`config.mk`:
```
export PLATFORM = sky130hd
export DESIGN_NAME = clamp_scale_moving_average_unit_flat
export DESIGN_NICKNAME = d
export VERILOG_FILES = /design/src/rtl/csma_pkg.sv /design/src/rtl/csma_sample_if.sv /design/src/rtl/csma_avg_if.sv /design/src/rtl/csma_cfg_if.sv /design/src/rtl/csma_map.sv /design/src/rtl/csma_window.sv /design/src/rtl/csma_divide.sv /design/src/rtl/clamp_scale_moving_average_unit.sv /design/src/flat_wrapper.sv
export SDC_FILE = /design/constraint.sdc
export NUM_CORES = 1
export LEC_CHECK = 0
export ABC_CLOCK_PERIOD_IN_PS = 12000
export BUFFER_PORTS_ARGS = -buffer_cell sky130_fd_sc_hd__buf_2
export CAP_MARGIN = 20
export CORE_ASPECT_RATIO = 1.75
export CORE_MARGIN = 3
export CORE_UTILIZATION = 49
export DETAILED_ROUTE_END_ITERATION = 8
export MAX_ROUTING_LAYER = met4
export PLACE_DENSITY_LB_ADDON = 0.05
export SLEW_MARGIN = 20
export SYNTH_ARGS = -nofsm -noshare
export SYNTH_HDL_FRONTEND = slang
export SYNTH_SLANG_ARGS = --single-unit
```
`constraint.sdc`:
```
create_clock -name clk -period 12 [get_ports clk]
set_input_delay 0.6 -clock clk [delete_from_list [all_inputs] [get_ports clk]]
set_output_delay 0.6 -clock clk [all_outputs]
set_load 0.005 [all_outputs]
```
`src/rtl/csma_pkg.sv`:
```
// shared types, widths and register codes for the clamp/scale moving average unit
// no dependencies; the rtl files refer to it by scoped names, the testbench imports it
package csma_pkg;

  localparam int DATA_W     = 16;
  localparam int FRAC_W     = 12;
  localparam int REG_IDX_W  = 8;
  localparam int WINDOW_DEF = 8;
  localparam int PROD_W     = 2 * DATA_W + 1;

  typedef logic signed [DATA_W-1:0] data_t;
  typedef logic [REG_IDX_W-1:0]     reg_idx_t;

  typedef enum logic [REG_IDX_W-1:0] {
    REG_IN_LOW  = 8'd0,
    REG_IN_HIGH = 8'd1,
    REG_OUT_LOW = 8'd2,
    REG_GAIN    = 8'd3
  } reg_code_t;

  typedef struct packed {
    data_t in_low;
    data_t in_high;
    data_t out_low;
    data_t gain;
  } cfg_t;

  localparam data_t IN_LOW_RST  = 16'sh8000;
  localparam data_t IN_HIGH_RST = 16'sh7fff;
  localparam data_t OUT_LOW_RST = 16'sh0000;
  localparam data_t GAIN_RST    = 16'sh1000;

endpackage

```
`src/rtl/csma_sample_if.sv`:
```
// sample channel: valid/ready handshake carrying one raw sensor word
// depends on csma_pkg
interface csma_sample_if;
  logic            valid;
  logic            ready;
  csma_pkg::data_t sample;

  modport source (output valid, output sample, input ready);
  modport sink   (input valid, input sample, output ready);
endinterface

```
`src/rtl/csma_avg_if.sv`:
```
// result channel: valid/ready handshake carrying one averaged word
// depends on csma_pkg
interface csma_avg_if;
  logic            valid;
  logic            ready;
  csma_pkg::data_t average;

  modport source (output valid, output average, input ready);
  modport sink   (input valid, input average, output ready);
endinterface

```
`src/rtl/csma_cfg_if.sv`:
```
// configuration write channel: valid/ready with register index and write data
// depends on csma_pkg
interface csma_cfg_if;
  logic               valid;
  logic               ready;
  csma_pkg::reg_idx_t index;
  csma_pkg::data_t    data;

  modport source (output valid, output index, output data, input ready);
  modport sink   (input valid, input index, input data, output ready);
endinterface

```
`src/rtl/csma_map.sv`:
```
// input register, clamp and gain multiply, then floor shift, offset and saturation
// depends on csma_pkg
module csma_map (
  input  logic             clk,
  input  logic             rst,
  input  logic             en,
  input  logic             in_valid,
  input  csma_pkg::data_t  sample,
  input  csma_pkg::cfg_t   cfg_regs,
  output logic             map_valid,
  output csma_pkg::data_t  mapped
);

  logic                                 s0_valid;
  csma_pkg::data_t                      s0_sample;
  logic                                 s1_valid;
  logic signed [csma_pkg::PROD_W-1:0]   prod;

  csma_pkg::data_t                      clamped;
  logic signed [csma_pkg::DATA_W:0]     diff;
  logic signed [csma_pkg::PROD_W-1:0]   prod_next;
  logic signed [csma_pkg::PROD_W-csma_pkg::FRAC_W-1:0] scaled;
  logic signed [csma_pkg::PROD_W-csma_pkg::FRAC_W:0]   offs;
  csma_pkg::data_t                      mapped_next;

  // clamp, low bound checked first
  always_comb begin
    if (s0_sample < cfg_regs.in_low) begin
      clamped = cfg_regs.in_low;
    end else if (s0_sample > cfg_regs.in_high) begin
      clamped = cfg_regs.in_high;
    end else begin
      clamped = s0_sample;
    end
    diff      = {clamped[csma_pkg::DATA_W-1], clamped}
              - {cfg_regs.in_low[csma_pkg::DATA_W-1], cfg_regs.in_low};
    prod_next = (csma_pkg::PROD_W)'(diff) * (csma_pkg::PROD_W)'(cfg_regs.gain);
  end

  // floor shift, add offset, saturate to word range
  always_comb begin
    scaled = prod[csma_pkg::PROD_W-1:csma_pkg::FRAC_W];
    offs   = {scaled[csma_pkg::PROD_W-csma_pkg::FRAC_W-1], scaled}
           + (csma_pkg::PROD_W-csma_pkg::FRAC_W+1)'(cfg_regs.out_low);
    if (offs > (csma_pkg::PROD_W-csma_pkg::FRAC_W+1)'(32'sd32767)) begin
      mapped_next = 16'sh7fff;
    end else if (offs < (csma_pkg::PROD_W-csma_pkg::FRAC_W+1)'(-32'sd32768)) begin
      mapped_next = 16'sh8000;
    end else begin
      mapped_next = offs[csma_pkg::DATA_W-1:0];
    end
  end

  always_ff @(posedge clk) begin
    if (rst) begin
      s0_valid  <= 1'b0;
      s1_valid  <= 1'b0;
      map_valid <= 1'b0;
    end else if (en) begin
      s0_valid  <= in_valid;
      s1_valid  <= s0_valid;
      map_valid <= s1_valid;
    end
  end

  always_ff @(posedge clk) begin
    if (en) begin
      s0_sample <= sample;
      prod      <= prod_next;
      mapped    <= mapped_next;
    end
  end

endmodule

```
`src/rtl/csma_window.sv`:
```
// circular window memory with read-ahead port and running sum
// depends on csma_pkg
module csma_window #(
  parameter int WINDOW = csma_pkg::WINDOW_DEF,
  parameter int PW     = $clog2(WINDOW),
  parameter int SW     = csma_pkg::DATA_W + PW
) (
  input  logic                 clk,
  input  logic                 rst,
  input  logic                 en,
  input  logic                 map_valid,
  input  csma_pkg::data_t      mapped,
  output logic                 sum_valid,
  output logic signed [SW-1:0] sum
);

  localparam logic [PW-1:0] LAST = PW'(WINDOW - 1);

  csma_pkg::data_t  mem [WINDOW];
  csma_pkg::data_t  rd;
  logic [PW-1:0]    pos;
  logic [PW-1:0]    pos_next;
  logic [PW-1:0]    rd_addr;
  logic             full;
  logic             wr;
  csma_pkg::data_t  old;
  logic signed [SW-1:0] sum_next;

  // entries are written in order, so the entry about to be overwritten holds data only after the first lap
  always_comb begin
    wr       = en && map_valid;
    pos_next = (pos == LAST) ? '0 : pos + PW'(1);
    rd_addr  = wr ? pos_next : pos;
    old      = full ? rd : '0;
    sum_next = sum + SW'(mapped) - SW'(old);
  end

  always_ff @(posedge clk) begin
    if (wr) begin
      mem[pos] <= mapped;
    end
    rd <= mem[rd_addr];
  end

  always_ff @(posedge clk) begin
    if (rst) begin
      pos       <= '0;
      full      <= 1'b0;
      sum       <= '0;
      sum_valid <= 1'b0;
    end else begin
      if (en) begin
        sum_valid <= map_valid;
      end
      if (wr) begin
        pos <= pos_next;
        sum <= sum_next;
        if (pos == LAST) begin
          full <= 1'b1;
        end
      end
    end
  end

endmodule

```
`src/rtl/csma_divide.sv`:
```
// divide window sum by WINDOW, truncating toward zero, via reciprocal multiply
// depends on csma_pkg
module csma_divide #(
  parameter int WINDOW = csma_pkg::WINDOW_DEF,
  parameter int PW     = $clog2(WINDOW),
  parameter int SW     = csma_pkg::DATA_W + PW
) (
  input  logic                 clk,
  input  logic                 rst,
  input  logic                 en,
  input  logic                 sum_valid,
  input  logic signed [SW-1:0] sum,
  output logic                 avg_valid,
  output csma_pkg::data_t      average
);

  localparam int SH = SW + PW;
  localparam logic [63:0] RECIP_FULL =
    ((64'd1 << SH) + 64'(WINDOW) - 64'd1) / 64'(WINDOW);
  localparam logic [SW:0] RECIP = RECIP_FULL[SW:0];

  logic              s4_valid;
  logic              s4_neg;
  logic [SW-1:0]     mag;
  logic              s5_valid;
  logic              s5_neg;
  logic [2*SW:0]     prod;

  logic [SW-1:0]                  mag_next;
  logic [csma_pkg::DATA_W:0]      quot;
  logic [csma_pkg::DATA_W:0]      quot_signed;

  always_comb begin
    mag_next    = sum[SW-1] ? SW'(-sum) : SW'(sum);
    quot        = prod[SH +: csma_pkg::DATA_W + 1];
    quot_signed = s5_neg ? ((csma_pkg::DATA_W + 1)'(0) - quot) : quot;
  end

  always_ff @(posedge clk) begin
    if (rst) begin
      s4_valid  <= 1'b0;
      s5_valid  <= 1'b0;
      avg_valid <= 1'b0;
    end else if (en) begin
      s4_valid  <= sum_valid;
      s5_valid  <= s4_valid;
      avg_valid <= s5_valid;
    end
  end

  always_ff @(posedge clk) begin
    if (en) begin
      s4_neg  <= sum[SW-1];
      mag     <= mag_next;
      s5_neg  <= s4_neg;
      prod    <= (2*SW+1)'(mag) * (2*SW+1)'(RECIP);
      average <= quot_signed[csma_pkg::DATA_W-1:0];
    end
  end

endmodule

```
`src/rtl/clamp_scale_moving_average_unit.sv`:
```
// clamp, linear map and boxcar average of a signed sample stream
// stage registers: sample, product, mapped word, sum, magnitude, quotient product, result
// throughput: one sample per cycle; the pipeline advances whenever the result register is free
// reset: config registers to defaults, window empty (reads as zeros), all stages invalid
// depends on csma_pkg, csma_sample_if, csma_avg_if, csma_cfg_if and the csma_* stages
module clamp_scale_moving_average_unit #(
  parameter int WINDOW = csma_pkg::WINDOW_DEF
) (
  input  logic    clk,
  input  logic    rst,
  csma_cfg_if.sink      cfg,
  csma_sample_if.sink   samples,
  csma_avg_if.source    averages
);

  localparam int PW = $clog2(WINDOW);
  localparam int SW = csma_pkg::DATA_W + PW;

  csma_pkg::cfg_t        cfg_regs;
  logic                  en;
  logic                  map_valid;
  csma_pkg::data_t       mapped;
  logic                  sum_valid;
  logic signed [SW-1:0]  sum;

  assign en            = !averages.valid || averages.ready;
  assign samples.ready = en;
  assign cfg.ready     = 1'b1;

  always_ff @(posedge clk) begin
    if (rst) begin
      cfg_regs.in_low  <= csma_pkg::IN_LOW_RST;
      cfg_regs.in_high <= csma_pkg::IN_HIGH_RST;
      cfg_regs.out_low <= csma_pkg::OUT_LOW_RST;
      cfg_regs.gain    <= csma_pkg::GAIN_RST;
    end else if (cfg.valid) begin
      case (csma_pkg::reg_code_t'(cfg.index))
        csma_pkg::REG_IN_LOW:  cfg_regs.in_low  <= cfg.data;
        csma_pkg::REG_IN_HIGH: cfg_regs.in_high <= cfg.data;
        csma_pkg::REG_OUT_LOW: cfg_regs.out_low <= cfg.data;
        csma_pkg::REG_GAIN:    cfg_regs.gain    <= cfg.data;
        default: ;
      endcase
    end
  end

  csma_map u_map (
    .clk       (clk),
    .rst       (rst),
    .en        (en),
    .in_valid  (samples.valid),
    .sample    (samples.sample),
    .cfg_regs  (cfg_regs),
    .map_valid (map_valid),
    .mapped    (mapped)
  );

  csma_window #(
    .WINDOW (WINDOW),
    .PW     (PW),
    .SW     (SW)
  ) u_window (
    .clk       (clk),
    .rst       (rst),
    .en        (en),
    .map_valid (map_valid),
    .mapped    (mapped),
    .sum_valid (sum_valid),
    .sum       (sum)
  );

  csma_divide #(
    .WINDOW (WINDOW),
    .PW     (PW),
    .SW     (SW)
  ) u_divide (
    .clk       (clk),
    .rst       (rst),
    .en        (en),
    .sum_valid (sum_valid),
    .sum       (sum),
    .avg_valid (averages.valid),
    .average   (averages.average)
  );

endmodule

```
`src/flat_wrapper.sv`:
```
// flat-port wrapper written by rule: the top's interface ports become plain ports
module clamp_scale_moving_average_unit_flat 
#(
  parameter int WINDOW = csma_pkg::WINDOW_DEF
)
  (clk, rst, cfg_valid, cfg_index, cfg_data, cfg_ready, samples_valid, samples_sample, samples_ready, averages_valid, averages_average, averages_ready);
  csma_cfg_if cfg_i ();
  csma_sample_if samples_i ();
  csma_avg_if averages_i ();
  input  logic clk;
  input  logic rst;
  input wire logic [$bits(cfg_i.valid)-1:0] cfg_valid;
  input wire logic [$bits(cfg_i.index)-1:0] cfg_index;
  input wire logic [$bits(cfg_i.data)-1:0] cfg_data;
  output wire logic [$bits(cfg_i.ready)-1:0] cfg_ready;
  input wire logic [$bits(samples_i.valid)-1:0] samples_valid;
  input wire logic [$bits(samples_i.sample)-1:0] samples_sample;
  output wire logic [$bits(samples_i.ready)-1:0] samples_ready;
  output wire logic [$bits(averages_i.valid)-1:0] averages_valid;
  output wire logic [$bits(averages_i.average)-1:0] averages_average;
  input wire logic [$bits(averages_i.ready)-1:0] averages_ready;
  assign cfg_i.valid = cfg_valid;
  assign cfg_i.index = cfg_index;
  assign cfg_i.data = cfg_data;
  assign cfg_ready = cfg_i.ready;
  assign samples_i.valid = samples_valid;
  assign samples_i.sample = samples_sample;
  assign samples_ready = samples_i.ready;
  assign averages_valid = averages_i.valid;
  assign averages_average = averages_i.average;
  assign averages_i.ready = averages_ready;
  clamp_scale_moving_average_unit #(.WINDOW(WINDOW)) u_core (.clk(clk), .rst(rst), .cfg(cfg_i), .samples(samples_i), .averages(averages_i));
endmodule
```
After elaboration in Yosys (flattened, before gate mapping)
Memories as Yosys holds them, arrays and structs flattened. A register that Yosys moved wholly into a read port is not among the register bits.
Cells that the tools add are included.
{"block": "word_totals", "wordCells": 59, "mem_count": 1, "in_bits": 45, "mem_bits_rw": 128, "reg_bits": 215, "out_inout_bits": 19}
{"memory": "u_core.u_window.mem", "depth": 8, "word_bits": 16, "rd": 1, "rd_clocked_by_memory_dff": 1, "write_ports": 1, "line_no": "csma_window.sv:19", "text": "csma_pkg::data_t mem [WINDOW];"}
{"block": "op_classes", "add_sub_neg": 7, "eq_ne": 4, "order_cmp": 4, "n_reduce_logical": 9, "n_mux": 10, "multipliers": 1}
{"operator": "16-bit 2-to-1 mux", "count": 5}
{"operator": "17-bit by 16-bit multiplier with 33-bit output", "count": 1}
{"operator": "21-bit by 16-bit adder with 22-bit output", "count": 1}
{"operator": "22-bit by 16-bit greater-than comparator with 1-bit output (second input constant)", "count": 1}
{"operator": "22-bit by 16-bit less-than comparator with 1-bit output (second input constant)", "count": 1}
{"operator": "19-bit by 16-bit adder with 19-bit output", "count": 1}
{"operator": "19-bit negator", "count": 1}
{"operator": "19-bit by 16-bit subtractor with 19-bit output", "count": 1}
{"operator": "18-bit 2-to-1 mux", "count": 1}
{"operator": "16-bit by 16-bit subtractor with 17-bit output", "count": 1}
{"operator": "8-bit by 2-bit == test with 1-bit output (second input constant)", "count": 2}
{"operator": "16-bit greater-than comparator", "count": 1}
{"operator": "16-bit less-than comparator", "count": 1}
{"operator": "1-bit by 16-bit subtractor with 16-bit output (first input constant)", "count": 1}
{"operator": "2-bit AND reduction", "count": 5}
{"operator": "8-bit by 1-bit == test with 1-bit output (second input constant)", "count": 1}
{"operator": "8-bit logical NOT", "count": 1}
{"operator": "3-bit 2-to-1 mux", "count": 2}
{"operator": "3-bit by 1-bit adder with 3-bit output (second input constant)", "count": 1}
{"operator": "3-bit == test (second input constant)", "count": 1}
{"operator": "1-bit 2-to-1 mux", "count": 2}
{"operator": "1-bit logical AND", "count": 1}
{"operator": "1-bit logical NOT", "count": 1}
{"operator": "1-bit logical OR", "count": 1}

Logic depth before layout (Yosys ltp)
Gate-level depths: netlist of the first run.
{"block": "logic_depth", "word_depth": 5, "ltp_mapped": 46}

Cells and area by module
A second synthesis of the first run with hierarchy kept.
{"block": "unflattened", "cells_unflattened": 2540, "area_unflattened_um2": 27242.4}
{"mod": "csma_map", "cells_per_inst": 1598, "seq_area_each_um2": 1651.6, "area_per_inst_um2": 14616.5, "n_inst": 1}
{"mod": "csma_window", "cells_per_inst": 545, "seq_area_each_um2": 4644.5, "area_per_inst_um2": 7726.2, "n_inst": 1}
{"mod": "clamp_scale_moving_average_unit", "cells_per_inst": 250, "seq_area_each_um2": 1281.2, "area_per_inst_um2": 2680.1, "n_inst": 1}
{"mod": "csma_divide", "cells_per_inst": 147, "seq_area_each_um2": 1561.5, "area_per_inst_um2": 2219.6, "n_inst": 1}

Least setup slack after synthesis of the first run
OpenSTA, ideal clock, no wires.
{"block": "synth_path", "kind": "reg-to-reg", "from": "register u_core.cfg_regs[49] (netlist name)", "to": "register u_core.u_map.prod[28] in the netlist's numbering (data pin)", "t_required_ns": 11.742, "path_buffers": 3, "path_slack_ns": 1.718, "path_stages_with_launch": 42, "synth_period_minus_slack_ns": 10.282, "arrival_time_ns": 10.025, "cell_sequence": "dfxtp_1 inv_1 ha_1 a21o_1 a21o_1 a21oi_1 nor2b_1 o21ai_0 a21oi_1 a211oi_1 buf_1 clkbuf_1 mux2i_1 ha_1 fa_1 nor2b_1 o21ai_0 a21o_1 [... 6 more ...] nand2_1 fa_1 fa_1 inv_1 fa_1 fa_1 fa_1 inv_1 fa_1 inv_1 ha_1 or2_2 o21a_1 a41o_1 a21oi_1 o211ai_1 a21oi_1 xnor2_1"}
{"block": "synth_via", "elab_chain_len": 4}
{"element": "16-bit less-than comparator", "line_no": "csma_map.sv:28", "text": "if (s0_sample < cfg_regs.in_low) begin"}
{"element": "16-bit 2-to-1 mux", "line_no": "csma_map.sv:28"}
{"element": "16-bit by 16-bit subtractor with 17-bit output (*)", "line_no": "csma_map.sv:36", "text": "- {cfg_regs.in_low[csma_pkg::DATA_W-1], cfg_regs.in_low};"}
{"element": "17-bit by 16-bit multiplier with 33-bit output (*)", "line_no": "csma_map.sv:37", "text": "prod_next = (csma_pkg::PROD_W)'(diff) * (csma_pkg::PROD_W)'(cfg_regs.gain);"}
{"element": "net u_core.u_map.prod_next, one bit", "line_no": "csma_map.sv:21", "text": "logic signed [csma_pkg::PROD_W-1:0] prod_next;"}
{"element": "end signal: assignment", "line_no": "csma_map.sv:69", "text": "prod <= prod_next;"}
{"element": "end: declaration", "line_no": "csma_map.sv:17", "text": "logic signed [csma_pkg::PROD_W-1:0] prod;"}
Mark *: on every way through the listed nets, which the timed path passes. The rest lies on a longest branch.
A chain may end at the register's enable or synchronous reset.

Worst setup path after layout of the first run
{"block": "layout_path", "from": "register u_core.cfg_regs[49] (netlist name)", "to": "register u_core.u_map.prod[32] in the netlist's numbering (data pin)"}
{"block": "layout_via", "elab_chain_len": 4}
{"element": "16-bit less-than comparator", "line_no": "csma_map.sv:28"}
{"element": "16-bit 2-to-1 mux", "line_no": "csma_map.sv:28"}
{"element": "16-bit by 16-bit subtractor with 17-bit output (*)", "line_no": "csma_map.sv:36"}
{"element": "17-bit by 16-bit multiplier with 33-bit output (*)", "line_no": "csma_map.sv:37"}
{"element": "net u_core.u_map.prod_next, one bit", "line_no": "csma_map.sv:21"}
Marks and branches as above.

==> qor_table.md, run 1 <==
| Result | This run | Unit |
|---|---|---|
| Endpoints failing hold | 0 | - |
| Most numerous cell types in the synthesized netlist | inv_1, nand2_1, fa_1 | - |
| Worst-case register-to-register setup slack | 1.22 | ns |
| Number of synthesized flops with an enable pin | 231 | - |
| Net count reported at finish | 3208 | - |
| Tightest Hold Check Type | input port to flop | - |
| Ratio of cells with drive above 1 in the final layout | 6.684 | % |
| CTS-repair resized insts | 0 | - |
| Max Freq | 92.78 | MHz |
| Logic depth of the worst setup path including buffers | 38 | - |
| Placed instance area | 27830 | µm² |
| Initial cell density of the core | 49.83 | % |
| Hold Path Depth | 1 | - |
| Clock latency of the later-clocked register in the worst-skew pair | 0.54 | ns |
| Leading cell types by total area after synthesis | edfxtp_1, fa_1, dfxtp_1 | - |
| Antenna viol nets, final | 0 | - |
| Worst r2r src | u_core.cfg_regs[49] | - |
| RSZ-0062 raised after global routing | no | - |
| Worst-path fanout max | 13 | - |
| FP Rows | 112 | - |
| Horiz. Die Dim | 182.4 | µm |
| Max Buffers Root-to-Sink | 3 | - |
| Depth of the most critical reg-to-reg path | 38 | - |
| Number of buffers added for setup after CTS | 0 | - |
| Routed wirelength normalized by instance count | 19.88 | µm |
| Vias after detailed routing | 18280 | - |
| Fill count | 4862 | - |
| Most common cell type on the critical path | fa_1 | - |
| Root Buffer Master | clkbuf_16 | - |
| Endpoint of the worst hold-timing path | u_core.u_map.s0_sample[6] | - |
| Number of antenna violations at the first check in global routing | 0 | - |
| Leading area contributor after synthesis | edfxtp_1 | - |
| Clock transition at the registers of the reported paths | 0.07 | ns |
| First-pass GRT wire length | 108.8 | mm |
| Post-route worst setup slack | 1.222 | ns |
| Final count of negative-setup-slack endpoints | 0 | - |
| Hold slack | 0.2390 | ns |
| Finished layout cell area | 28890 | µm² |
| Static power due to leakage | 13.19 | nW |
| Number of storage elements in the synthesis netlist | 341 | - |
| Status | finished, final reports clean | - |
| Area of the placeable core | 53530 | µm² |
| Synth-to-layout area growth | 8.312 | % |
| Vert. Die Dim | 314.6 | µm |
| Kind of launch point of the worst setup path | flop | - |
| Synth Area per Inst | 10.03 | µm² |
| Sequential fraction of the synthesis area | 34.26 | % |
| Critical-path cell with the highest stage delay | fa_1 | - |
| Launch point of the worst hold path | samples_sample[6] | - |
| Crit-path max cell delay | 0.72 | ns |
| End of the worst register-to-register path | u_core.u_map.prod[32] | - |
| Post-synth net total | 3171 | - |
| Maximum number of pins on one net before global-route repair | 66 | - |
| Total die area | 57380 | µm² |
| DRT Pass-1 Iters | 5 | - |
| Top_reg_cell synth | edfxtp_1 | - |
| Total routing usage reported by global routing | 25.10 | % |
| Period utilisation layout | 89.82 | % |
| Detailed-route vias per instance | 5.365 | - |
| Clock tree from TritonCTS | yes | - |
| Async SR Flop Fraction | 0 | % |
| Number of cells produced by synthesis | 2660 | - |
| Number of buffers and inverters on the critical path | 5 | - |
| Largest voltage drop on the vdd net | 0.08748 | mV |
| Yosys warning total | 0 | - |
| Slew Limit Headroom | 28.15 | % |
| Worst Setup End Kind | flop | - |
| I/O Pins | 64 | - |
| Depth of the CTS H-tree | 2 | - |
| HPWL after detailed placement | 52.42 | mm |
| Remaining Overflow, GRT | 0 | - |
| Number of global-route vias before repair | 19900 | - |
| Hold buffer count at CTS | 0 | - |
| Cell type group with the largest total delay on the critical path | adder cells | - |
| First DRT Iteration DRCs | 851 | - |
| Antenna diode count | 0 | - |
| Power per standard cell area | 111.7 | nW/µm² |
| Shortest period the worst path allows | 10.78 | ns |
| Total clock buffers created by CTS | 35 | - |
| Routability-driven placement congestion ratio | 0.8768 | - |
| Number of pins exceeding their max-slew limit in the final report | 0 | - |
| Final TNS setup | 0 | ns |
| Remaining design rule violation count | 0 | - |
| Most frequent cell after synthesis | inv_1 | - |
| Aggregate routed wire length | 67.73 | mm |
| Worst slack after detailed placement | 1.205 | ns |
| Distinct cells, synth | 65 | - |
| Critical path data arrival time | 11.04 | ns |
| Proportion of netlist area held by the largest area contributor | 26.01 | % |
| Number of max-cap violations | 0 | - |
| Max Clock Skew | 0.02986 | ns |
| Number of buffers added on ports | 62 | - |
| Worst Tran Pin Value | 1.074 | ns |
| Critical path class | flop to flop | - |
| Number of clock sinks seen by CTS | 341 | - |
| Post-synthesis cell area | 26670 | µm² |
| Data required, critical path | 12.26 | ns |
## placed cells by master (no fill, tap or decap), drive strengths merged, types with 8 or more instances in the layout
cell and count:
buf 100, nand3b 18, nand3 93, nand2b 29, a211oi 8, ha 171, clkinv 12, xor2 24
mux2i 77, nand2 399, fa 295, and2 123, nor2 103, o31ai 13, nor2b 35, a21oi 78
o21a 17, o21ai 69, dfxtp 110, edfxtp 231, inv 437, nor3 27, a21o 27, or3 10
xnor2 73, clkbuf 47
## worst max path at each step
stage                                    startpoint                     to
final                           u_core.cfg_regs[49]  u_core.u_map.prod[32]
after global routing            u_core.cfg_regs[49]  u_core.u_map.prod[32]
after CTS                       u_core.cfg_regs[49]  u_core.u_map.prod[32]
after detailed placement        u_core.cfg_regs[49]  u_core.u_map.prod[32]
after global placement    u_core.u_map.s0_sample[1]  u_core.u_map.prod[32]
after floorplan                 u_core.cfg_regs[49]  u_core.u_map.prod[28]
## sequential cells by signal, indices dropped and copies added, names as in the netlist
| signal | count |
|---|---|
| u_core.u_divide.mag | 16 |
| u_core.cfg_regs | 64 |
| u_core.u_window.mem | 128 |
| u_core.u_window.pos | 3 |
| u_core.u_window.rd | 16 |
| u_core.u_divide.s4_neg | 1 |
| u_core.u_map.s1_valid | 1 |
| u_core.u_divide.s5_valid | 1 |
| u_core.u_map.s0_valid | 1 |
| u_core.u_divide.s4_valid | 1 |
| u_core.u_divide.average | 16 |
| u_core.u_window.sum | 19 |
| u_core.u_divide.prod | 16 |
| u_core.u_window.full | 1 |
| u_core.u_map.map_valid | 1 |
| u_core.u_map.prod | 21 |
| u_core.u_window.sum_valid | 1 |
| u_core.u_divide.avg_valid | 1 |
| u_core.u_map.s0_sample | 16 |
| u_core.u_map.mapped | 16 |
| u_core.u_divide.s5_neg | 1 |
## cell type report
cell class / instances / area [µm²] / share of cell area (%)
Clock buffer: 47 / 942.2 / 3.261
Clock inverter: 16 / 115.1 / 0.3984
Inverter: 433 / 1628 / 5.634
Multi-Input combinational cell: 1786 / 15610 / 54.04
Sequential cell: 341 / 9139 / 31.63
Tap cell: 684 / 855.8 / 2.962
Timing Repair Buffer: 100 / 598.1 / 2.070
## kinds of logic (layout without fill, tap and decap cells)
| kind of cell | Yosys count | count (layout) | synth area share, % |
|---|---|---|---|
| compound gates | 263 | 263 | 6.150 |
| xor+xnor | 97 | 97 | 3.185 |
| fa+ha+maj | 466 | 466 | 30.16 |
| buf+inv | 533 | 596 | 7.519 |
| flops | 341 | 341 | 34.26 |
| mux | 83 | 83 | 3.143 |
| other cells | 1 | 1 | 0.01406 |
| simple gates | 876 | 876 | 15.56 |
## power breakdown
part	internal [mW]	switching [mW]	leakage (nW)
logic	0.312	0.465	9.50
registers	1.35	0.0687	3.17
clock network	0.561	0.466	0.517
total	2.23	1.00	13.2
## metrics by stage
stage               power (mW)  instances  utilization (%)
floorplan                1.979       2660                -
global placement         2.215       3344            51.98
detailed placement       2.232       3344            51.99
CTS                      3.272       3407            53.97
global route             3.410       3407            53.97
finish                   3.228       3407            53.97
## layer usage
metal	wire length, µm	part of all wire [%]	vias to the layer above	track usage [%]
met3	1978	2.9	161	2.000
met5	0	0	-	-
met4	3655	5.4	0	11.89
met2	38210	56	391	48.27
li1	-	-	8644	-
met1	23880	35	9084	25.35
Note: power is estimated with default switching activity, not from simulation.
==> inputs of run 2 (changes only) <==
ABC_CLOCK_PERIOD_IN_PS = 9770   (was 12000)
clock period = 9.77 ns   (was 12 ns; I/O delays follow)
==> qor_table.md, run 2 (same netlist as run 1, synthesis figures left out) <==
| Result | This run | Unit |
|---|---|---|
| Status | finished, final reports clean | - |
| Clock tree from TritonCTS | yes | - |
| Worst-path fanout max | 5 | - |
| Area used by multi-input combinational logic | 16270 | µm² |
| Worst Tran Pin Value | 1.068 | ns |
| Critical-path cell with the highest stage delay | fa_1 | - |
| Tightest Hold Check Type | input port to flop | - |
| Number of buffers added on ports | 62 | - |
| Total area of sequential cells | 9140 | µm² |
| Period utilisation layout | 97.23 | % |
| Clock transition at the registers of the reported paths | 0.07 | ns |
| Aggregate routed wire length | 69.90 | mm |
| Total die area | 57380 | µm² |
| Crit-path max cell delay | 0.58 | ns |
| Root Buffer Master | clkbuf_16 | - |
| Largest registers in the final layout | u_core.u_window.mem x128, u_core.cfg_regs x64, u_core.u_map.prod x21 | - |
| Kind of launch point of the worst setup path | flop | - |
| Max Clock Skew | 0.03029 | ns |
| Max Freq | 105.3 | MHz |
| Utilization of the core after routing | 57.85 | % |
| Remaining Overflow, GRT | 0 | - |
| Synth-to-layout area growth | 16.11 | % |
| Antenna diode count | 0 | - |
| Number of global-route vias before repair | 20740 | - |
| DRT Pass-1 Iters | 5 | - |
| Detailed-route vias per instance | 5.350 | - |
| HPWL after detailed placement | 53.34 | mm |
| Clock latency of the later-clocked register in the worst-skew pair | 0.54 | ns |
| Worst Setup End Kind | flop | - |
| Critical path data arrival time | 9.77 | ns |
| Highest-count cells in the layout ignoring fill and taps | inv_1, nand2_1, fa_1 | - |
| First-pass GRT wire length | 109.5 | mm |
| FP Rows | 112 | - |
| Total clock buffers created by CTS | 35 | - |
| Non-filler cells, final | 3561 | - |
| Remaining design rule violation count | 0 | - |
| Final count of negative-setup-slack endpoints | 0 | - |
| Flip-flop count of the largest register, all copies and words added | 128 | - |
| Initial cell density of the core | 49.83 | % |
| RSZ-0062 raised after global routing | yes | - |
| Critical path class | flop to flop | - |
| Horiz. Die Dim | 182.4 | µm |
| Net count reported at finish | 3362 | - |
| Routability-driven placement congestion ratio | 0.8910 | - |
| Number of antenna violations at the first check in global routing | 0 | - |
| Maximum number of pins on one net before global-route repair | 66 | - |
| Post-route worst setup slack | 0.2710 | ns |
| Antenna viol nets, final | 0 | - |
| Total instance count after detailed placement | 3467 | - |
| Number of clock sinks seen by CTS | 341 | - |
| Max Buffers Root-to-Sink | 3 | - |
| I/O Pins | 64 | - |
| Power per standard cell area | 137.8 | nW/µm² |
| Vias after detailed routing | 19050 | - |
| Slew Limit Headroom | 28.56 | % |
| Final TNS setup | 0 | ns |
| Vert. Die Dim | 314.6 | µm |
| Leading cell type in the layout, fill and taps excluded | inv_1 | - |
| Worst slack after detailed placement | -0.3470 | ns |
| Number of pins exceeding their max-slew limit in the final report | 0 | - |
| Ratio of cells with drive above 1 in the final layout | 16.23 | % |
| Most common cell type on the critical path | fa_1 | - |
| Endpoints failing hold | 0 | - |
| Static power due to leakage | 14.07 | nW |
| Routed wirelength normalized by instance count | 19.63 | µm |
| Depth of the CTS H-tree | 2 | - |
| Register ranked first by flip-flop count | u_core.u_window.mem | - |
| Fill count | 4652 | - |
| Data required, critical path | 10.04 | ns |
| Number of max-cap violations | 0 | - |
| Hold buffer count at CTS | 0 | - |
| Largest voltage drop on the vdd net | 0.1219 | mV |
| Total routing usage reported by global routing | 25.16 | % |
| Area of the placeable core | 53530 | µm² |
| First DRT Iteration DRCs | 841 | - |
| Shortest period the worst path allows | 9.499 | ns |
run 2: final cells by class:
type / count / share of cell area, %
clock buffers: 44 / 3.070
clock inverters: 19 / 0.8040
inverters: 433 / 5.268
multi-input cells: 1786 / 52.53
flip-flops and latches: 341 / 29.51
well taps: 684 / 2.763
repair buffers: 254 / 6.052
run 2: where the power goes:
part / internal (mW) / switching (mW)
sequential: 1.66 / 0.0864
clock: 0.830 / 0.589
combinational: 0.487 / 0.611
total: 2.98 / 1.29
run 2: critical path, delay by kind of cell, from the launching register on:
family / cells / cell delay, ns
flops: 1 / 0.47
compound gates: 16 / 2.56
simple gates: 6 / 0.73
mux: 2 / 0.43
fa+ha+maj: 10 / 3.99
xor+xnor: 1 / 0.13
buf+inv: 8 / 0.91
run 2: worst paths after layout:
kind | from | to | slack, ns | depth (start not counted)
max reg2reg | u_core.u_map.s0_sample[1] | u_core.u_map.prod[27] | 0.27 | 43
min reg2reg | u_core.u_divide.s4_neg | u_core.u_divide.s5_neg | 0.42 | 0
max | u_core.u_map.s0_sample[1] | u_core.u_map.prod[27] | 0.27 | 43
min | samples_sample[7] | u_core.u_map.s0_sample[7] | 0.13 | 1
run 2: what timing repair did:
action	4_1_cts	5_1_grt
cloned	0	2
gates resized for setup	27	147
pin swaps	16	137
buffers inserted	4	28
setup endpoints to repair	11	18
run 2: metal layers:
layer / GRT usage, % / wire length, µm / share of wire, %
met1: 24.45 / 24350 / 35
met2: 49.58 / 39950 / 57
met4: 11.85 / 3867 / 5.5
met5: - / 0 / 0
met3: 1.873 / 1732 / 2.5
run 2: per-stage QoR:
step	hold slack (ns)	power, mW	cell area (µm²)
finish	0.1331	4.267	30970
global route	0.1160	4.485	30970
CTS	0.1093	4.236	30110
detailed placement	0.4045	2.797	28770
global placement	0.4009	2.776	28760
floorplan	0.4003	2.431	26700
==> inputs of run 3 (changes only) <==
CORE_UTILIZATION = 55   (was 49)
==> qor_table.md, run 3 (same netlist as run 1, synthesis figures left out) <==
| Result | This run | Unit |
|---|---|---|
| Crit-path max cell delay | 0.58 | ns |
| Vias after detailed routing | 19200 | - |
| Shortest period the worst path allows | 9.669 | ns |
| Total die area | 51280 | µm² |
| Number of global-route vias before repair | 20490 | - |
| Initial cell density of the core | 55.71 | % |
| Tot Pwr | 4.146 | mW |
| Final count of negative-setup-slack endpoints | 0 | - |
| Hold buffer count at CTS | 0 | - |
| Slew Limit Headroom | 27.82 | % |
| Ratio of cells with drive above 1 in the final layout | 16.39 | % |
| Critical-path cell with the highest stage delay | fa_1 | - |
| Number of antenna violations at the first check in global routing | 1 | - |
| Launch point of the worst hold path | samples_sample[3] | - |
| Start point of the critical path | u_core.u_map.s0_sample[9] | - |
| Total routing usage reported by global routing | 27.81 | % |
| Number of clock sinks seen by CTS | 341 | - |
| Remaining Overflow, GRT | 0 | - |
| Static power due to leakage | 14.09 | nW |
| Vert. Die Dim | 297.3 | µm |
| Power per standard cell area | 134.1 | nW/µm² |
| Number of max-cap violations | 0 | - |
| Routed wirelength normalized by instance count | 19.50 | µm |
| Total clock buffers created by CTS | 34 | - |
| Area used by multi-input combinational logic | 16280 | µm² |
| HPWL after detailed placement | 52.21 | mm |
| Worst Tran Pin Value | 1.079 | ns |
| Period utilisation layout | 98.97 | % |
| Max Clock Skew | 0.01806 | ns |
| I/O Pins | 64 | - |
| Net count reported at finish | 3371 | - |
| Max Freq | 103.4 | MHz |
| Tightest Hold Check Type | input port to flop | - |
| Critical path class | flop to flop | - |
| Detailed-route vias per instance | 5.430 | - |
| Register ranked first by flip-flop count | u_core.u_window.mem | - |
| Root Buffer Master | clkbuf_16 | - |
| Routability-driven placement congestion ratio | 0.9343 | - |
| Largest voltage drop on the vdd net | 0.1008 | mV |
| Cell type group with the largest total delay on the critical path | adder cells | - |
| Antenna viol nets, final | 0 | - |
| Area of the placeable core | 47880 | µm² |
| Clock latency of the later-clocked register in the worst-skew pair | 0.53 | ns |
| FP Rows | 106 | - |
| Worst Setup End Kind | flop | - |
| Maximum number of pins on one net before global-route repair | 66 | - |
| Clock tree from TritonCTS | yes | - |
| Most common cell type on the critical path | fa_1 | - |
| Endpoints failing hold | 0 | - |
| Status | finished, final reports clean | - |
| Remaining design rule violation count | 0 | - |
| Worst r2r src | u_core.u_map.s0_sample[9] | - |
| Leading cell type in the layout, fill and taps excluded | inv_1 | - |
| Horiz. Die Dim | 172.5 | µm |
| Critical path data arrival time | 9.96 | ns |
| First-pass GRT wire length | 107.4 | mm |
| Kind of launch point of the worst setup path | flop | - |
| Finished layout cell area | 30920 | µm² |
| Aggregate routed wire length | 68.93 | mm |
| Worst-path fanout max | 5 | - |
| Synth-to-layout area growth | 15.92 | % |
| Max Buffers Root-to-Sink | 3 | - |
| Data required, critical path | 10.06 | ns |
| Largest registers in the final layout | u_core.u_window.mem x128, u_core.cfg_regs x64, u_core.u_map.prod x21 | - |
| Total instance count after detailed placement | 3434 | - |
| Flip-flop count of the largest register, all copies and words added | 128 | - |
| Number of pins exceeding their max-slew limit in the final report | 0 | - |
| Number of buffers added on ports | 62 | - |
| Highest-count cells in the layout ignoring fill and taps | inv_1, nand2_1, fa_1 | - |
| Total area of sequential cells | 9139 | µm² |
| Clock transition at the registers of the reported paths | 0.08 | ns |
| Depth of the CTS H-tree | 2 | - |
| Placed instance area | 28760 | µm² |
| RSZ-0062 raised after global routing | yes | - |
| Number of buffers and inverters on the critical path | 6 | - |
| Fill count | 3899 | - |
| DRT Pass-1 Iters | 5 | - |
| First DRT Iteration DRCs | 958 | - |
| Non-filler cells, final | 3535 | - |
## run 3: cell count changes in the layout (fill, tap and decap cells not counted), sizes merged
cell / previous run / this run
buf: 254 / 264
inv: 433 / 436
bufinv: 5 / 2
diode: 0 / 1
clkbuf: 44 / 43
## run 3: worst paths after layout
kind                                to  slack (ns)  depth (start not counted)
min reg2reg   u_core.u_divide.prod[24]        0.42                          0
max              u_core.u_map.prod[27]        0.10                         40
min          u_core.u_map.s0_sample[3]        0.13                          1
max reg2reg      u_core.u_map.prod[27]        0.10                         40
## run 3: per-stage QoR
stage	setup WS [ns]	hold slack [ns]	TNS, ns	utilization [%]
after CTS	0.002114	0.1022	0	62.66
after global placement	-0.4023	0.4006	-2.711	60.07
after detailed placement	-0.6052	0.4052	-5.419	60.08
final	0.1006	0.1285	0	64.58
after global routing	-0.2277	0.1137	-1.052	64.58
after floorplan	0.05159	0.4003	0	-
## run 3: routing by layer
metal | routed length (µm) | GRT usage (%) | share of wire [%] | up-vias
li1 | - | - | - | 8968
met2 | 38460 | 52.12 | 56 | 433
met5 | 0 | - | 0 | -
met3 | 1863 | 2.340 | 2.7 | 206
met4 | 4879 | 15.22 | 7.1 | 0
met1 | 23730 | 27.62 | 34 | 9589
## run 3: repair_timing
item                                    4_1_cts  5_1_grt
setup buffers                                 5       35
gates resized for setup                      31      152
gates cloned                                  0        1
endpoints found under the setup margin       15       20
pin swaps                                    17      127
## run 3: cell type report
class	count	area share (%)
inverters	433	5.277
diodes	1	0.008094
repair buffers	264	6.402
multi-input cells	1786	52.66
clock inverters	19	0.5423
clock buffers	43	2.926
flip-flops and latches	341	29.56
well taps	648	2.622
## run 3: power breakdown
part           switching [mW]  total [mW]  internal [mW]
registers              0.0848        1.75           1.66
clock network           0.568        1.29          0.718
logic                   0.617        1.11          0.494
